## src/pgtk_pkg.sv

```systemverilog
// Shared constants and types for the per-group top-k prefilter.
// No dependencies; used by pgtk_scan and per_group_top_k_prefilter.
package pgtk_pkg;

	localparam int GROUPS_DEF = 256;
	localparam int K_MAX_DEF  = 16;
	localparam int KEY_W      = 8;   // group_index width
	localparam int VAL_W      = 32;  // sort_value width
	localparam int CFG_W      = 5;   // k_keep width
	localparam logic [CFG_W-1:0] K_KEEP_RST = CFG_W'(1);
	localparam logic signed [VAL_W-1:0] VAL_MIN = {1'b1, {(VAL_W-1){1'b0}}};

	// scan unit control: first loads a fresh element, en accepts one element
	typedef struct packed {
		logic en;
		logic first;
	} scan_ctl_t;

endpackage

```

## src/pgtk_scan.sv

```systemverilog
// Streaming largest / second-largest tracker over a group's kept values.
// Depends on pgtk_pkg (scan_ctl_t, VAL_W, VAL_MIN).
module pgtk_scan #(
	parameter int IW = 4
) (
	input  logic                               clk,
	input  pgtk_pkg::scan_ctl_t                ctl,
	input  logic [IW-1:0]                      idx,
	input  logic signed [pgtk_pkg::VAL_W-1:0]  data,
	output logic [IW-1:0]                      top_idx,
	output logic signed [pgtk_pkg::VAL_W-1:0]  runner_up
);

	logic signed [pgtk_pkg::VAL_W-1:0] top_q;
	logic signed [pgtk_pkg::VAL_W-1:0] second_q;
	logic [IW-1:0]                     top_idx_q;

	// first occurrence of the largest wins (strict >); second_q is the
	// largest of everything except that entry
	always_ff @(posedge clk) begin
		if (ctl.en) begin
			if (ctl.first) begin
				top_q     <= data;
				top_idx_q <= idx;
				second_q  <= pgtk_pkg::VAL_MIN;
			end else if (data > top_q) begin
				second_q  <= top_q;
				top_q     <= data;
				top_idx_q <= idx;
			end else if (data > second_q) begin
				second_q  <= data;
			end
		end
	end

	assign top_idx   = top_idx_q;
	assign runner_up = second_q;

endmodule

```

## config.mk

```make
export PLATFORM = sky130hd
export DESIGN_NAME = pgtk_scan
export DESIGN_NICKNAME = d
export VERILOG_FILES = /design/src/pgtk_pkg.sv /design/src/pgtk_scan.sv
export SDC_FILE = /design/constraint.sdc
export NUM_CORES = 1
export LEC_CHECK = 0
export ABC_AREA = 1
export BUFFER_PORTS_ARGS = -buffer_cell sky130_fd_sc_hd__buf_2
export CAP_MARGIN = 20
export CORE_MARGIN = 2
export CORE_UTILIZATION = 50
export CTS_CLUSTER_DIAMETER = 150
export DETAILED_ROUTE_END_ITERATION = 7
export HOLD_SLACK_MARGIN = 0.12
export PLACE_DENSITY = 0.72
export SYNTH_ARGS = -nofsm -noshare
export SYNTH_HDL_FRONTEND = slang
export SYNTH_SLANG_ARGS = --single-unit
```

## constraint.sdc

```tcl
create_clock -name clk -period 3.21 [get_ports clk]
set_input_delay 0.321 -clock clk [delete_from_list [all_inputs] [get_ports clk]]
set_output_delay 0.321 -clock clk [all_outputs]
set_load 0.005 [all_outputs]
```

Yosys cells after proc, flatten, opt, wreduce, memory -nomap -nowiden. Cells that the tools add are included.

Magnitude comparators: 2. Muxes and demuxes: 6. Reduce and logical (&&, ||, !) cells: 4.

Operator list (number): $mux 32 (4); $gt 32x32->1 (2); $mux 4 (2); $reduce_and 2->1 (2); $reduce_bool 3->1 (1); $reduce_bool 2->1 (1).

Register bits after elaboration: 68. Input port bits: 39. Output and inout port bits: 36. Word-level logic and storage cells: 15.

Logic depth before layout (Yosys ltp).
Depth after elaboration: 3. Gate-level depth with buffers: 19. Gate-level depth less buffers: 18.

Worst setup path before layout. Ideal clock, no wire load.

Kind: flip-flop to flip-flop. Start point: reg top_q[31] (netlist bit). End point: reg top_idx_q[0] (netlist: top_idx[0]), enable pin. Library setup time: 0.391 ns. Data arrival time: 2.229 ns. Data required time: 2.819 ns. Setup slack: 0.591 ns. Stages on the path, launching flop included: 13. Buffers on the path: 0. Clock period less this slack: 2.619 ns. Cell sequence: edfxtp_1 -> inv_1 -> ha_1 -> a21oi_1 -> o21a_1 -> nand2_1 -> a21oi_2 -> nand2_1 -> nand2_2 -> nand3_2 -> nand2_1 -> nand2_1 -> inv_1.

Longest elaborated chain between the ends: 3.

RTL lines: start: declaration (line pgtk_scan.sv:14) `logic signed [pgtk_pkg::VAL_W-1:0] top_q;`; start signal: assignment (line pgtk_scan.sv:23) `top_q <= data;`; start signal: assignment (line pgtk_scan.sv:28) `top_q <= data;`; $gt 32x32->1 (line pgtk_scan.sv:26) `end else if (data > top_q) begin`; $reduce_bool 2->1 (no source line); $reduce_and 2->1 (no source line); end signal: assignment (line pgtk_scan.sv:24) `top_idx_q <= idx;`; end signal: assignment (line pgtk_scan.sv:29) `top_idx_q <= idx;`; end: declaration (line pgtk_scan.sv:16) `logic [IW-1:0] top_idx_q;`.

No other way between the ends. A chain may end at the register's enable or synchronous reset.

Final worst setup path.
Start point: reg top_q[31] (netlist bit). End point: reg top_q[29] (netlist bit), enable pin.

Longest elaborated chain between the ends: 3.

RTL lines (line): $gt 32x32->1 (pgtk_scan.sv:26); $reduce_bool 2->1 (no source line); $reduce_and 2->1 (no source line).

No other way between the ends.

==> qor.yml <==
outcome:
  outcome: "finished, final reports clean"
yosys:
  synthMuxAreaShare_pct: 0
  syn_inst: 552
  synth_fp_nets: 655
  synthAdderAreaFrac_pct: 17.3
  yosysWarnings: 0
  synthSimpleGateAreaFrac_pct: 21.1
  ys_seq_elements: 68
  synth-compound-area-share_pct: 4.76
  yosys.area_share.xor_xnor_pct: 0
  synthesis.area_um2: 4630
  avgSynthCellArea_um2: 8.38
  synth.yosys.seq_area_share_pct: 44.1
  synth_top_family_by_area: "simple AND/OR/NAND/NOR gates"
  synth.distinct_cells: 21
sta:
  setup_slack_ps: 644
  finalCritPeriodShare_pct: 80.0
  worst_pin_slew_ps: 421
  max_slew_margin_pct: 71.9
  setup_viol: 0
  rsz0062_at_grt: "no"
  max_freq_mhz: 390
  slew_violations: 0
  period_minus_slack_ps: 2570
  clock_skew_ps: 14.7
  hold_viol: 0
  fin_setup_tns_ps: 0
setup_path:
  cp_data_required_time_ps: 3260
  worstPathCellList: "inv_1 -> ha_1 -> nand2_1 -> nor2_1 -> nand2_1 -> nor2_1 -> nand2_1 -> nand3_2 -> nand3_2 -> nand2_1 -> nand2_1 -> inv_1 -> buf_4"
  cp.buffers_inverters: 3
  cpLargestDelayFamily: "simple AND/OR/NAND/NOR gates"
  crit_type: "flop to flop"
  cp_max_fo: 10
  critPathCaptureType: "flop"
  crit_slowest_cell: "ha_1"
  cp_common_cell: "nand2_1"
  crit_arrival_ps: 2620
  cpPeakStageDelay_ps: 370
  start_kind: "flop"
place:
  dp_cells: 731
  io_buffers: 74
  gp_congestion: 0.858
  dpl.hpwl_um: 7410
  post-place-ws_ps: 583
final_layout:
  fill_cells: 818
  drive_gt1_share_pct: 17.1
  mostFrequentLayoutCell: "inv_1"
  area_delta_synth_final_pct: 15.4
  multiInputGateArea_um2: 2000
  seq_area_um2: 2040
  finalNonFillerCells: 747
  nets: 734
  final_cell_mix: "inv_1 (133), nand2_1 (126), buf_2 (74)"
  antennaDiodeCount: 0
die:
  start_util_pct: 50.8
  die_w_um: 100
  dieArea_um2: 10000
  io_pins: 75
  fp-row-count: 35
  fp.dieH_um: 100
  core_um2: 9110
run:
  cap_violations: 0
cts:
  cts_hold_buf: 0
  cts_tree: "yes"
  insertion_delay_ps: 350
  clk_pin_slew_worst_paths_ps: 80
  clock_sinks: 68
  numCtsBuffers: 9
  htree_levels: 3
  post_cts_buffers: 0
  cts_buffer_depth: 2
  cts_resized: 0
  cts_root_buf: "clkbuf_8"
drt:
  drt-wirelength-per-cell_um: 13.8
  drc: 0
  antenna_left: 0
  viasPerCell: 5.05
  vias: 3773
  first_iter_violations: 179
  dr.pass1.iters: 4
  routed_wl_um: 10300
grt:
  overflow: 0
  antenna_found_initial: 0
  grt_pass1_vias: 3904
  grt_max_degree: 34
  gr-usage-all-layers_pct: 22.1
  grt_pass1_wl_um: 17700
power:
  power_w: 0.00268
  leakage_nw: 2.96
  power_density_nw_per_um2: 501
  peakVddDrop_v: 0.000239
worst_hold_path:
  worstHoldPathType: "input port to flop"
[final cells by class]
type | instances | area share [%]
Sequential cell | 68 | 38.2
Multi-Input combinational cell | 330 | 37.4
Inverter | 139 | 9.77
Timing Repair Buffer | 83 | 8.43
Tap cell | 111 | 2.60
Clock buffer | 9 | 2.32
Clock inverter | 7 | 1.26
[routing by layer]
| metal | vias to the layer above | wire, um | track usage [%] |
|---|---|---|---|
| met5 | - | 0 | 0 |
| met4 | 0 | 115 | 5.80 |
| met3 | 9 | 583 | 4.60 |
| met2 | 93 | 4890 | 38.2 |
| met1 | 1734 | 4730 | 28.4 |
| li1 | 1937 | - | - |
[cell families (layout without fill, tap and decap cells)]
kind of cell / count (synthesis) / after routing
compound gates: 40 / 40
flops: 68 / 68
fa+ha+maj: 64 / 64
simple gates: 226 / 226
buf+inv: 154 / 238
[worst paths after layout]
check                                     end       from  cells past startpoint  slack (ps)
worst max-delay path                top_q[29]  top_q[31]                     13         640
worst min-delay path               top_idx[3]     idx[3]                      1         150
worst max register to register      top_q[29]  top_q[31]                     13         640
worst min register to register  runner_up[31]  top_q[31]                      2         650
[power breakdown]
group          leakage [nW]  switching [W]  total (W)  internal, W
clock                0.0910       0.000353   0.000708     0.000354
sequential            0.676      0.0000534    0.00119      0.00113
combinational          2.19       0.000477   0.000779     0.000302
[stage by stage]
step	area [um2]	utilization, %	hold slack, ps
floorplan	4630	-	420
global placement	5150	56.6	506
detailed placement	5150	56.6	503
CTS	5340	58.7	143
global route	5340	58.7	139
finish	5340	58.7	149
[flip-flops by register name, indices dropped and copies added (netlist names)]
register	count
top_q	32
runner_up	32
top_idx	4
[cell usage after synthesis]
| library cell | n | share of area (%) |
|---|---|---|
| a21o_1 | 1 | 0.16 |
| a21oi_1 | 28 | 3.0 |
| a21oi_2 | 1 | 0.19 |
| a41oi_1 | 1 | 0.19 |
| buf_2 | 8 | 0.87 |
| clkbuf_1 | 7 | 0.57 |
| edfxtp_1 | 68 | 44 |
| ha_1 | 64 | 17 |
| inv_1 | 133 | 11 |
| inv_2 | 6 | 0.49 |
| nand2_1 | 126 | 10 |
| nand2_2 | 1 | 0.14 |
| nand3_1 | 5 | 0.54 |
| nand3_2 | 2 | 0.43 |
| nand3b_1 | 1 | 0.16 |
| nand4_1 | 39 | 5.3 |
| nor2_1 | 50 | 4.1 |
| nor3_1 | 1 | 0.11 |
| nor4b_1 | 1 | 0.19 |
| o21a_1 | 4 | 0.65 |
| o21ai_0 | 5 | 0.54 |
Power figures use the tool's default switching activity.
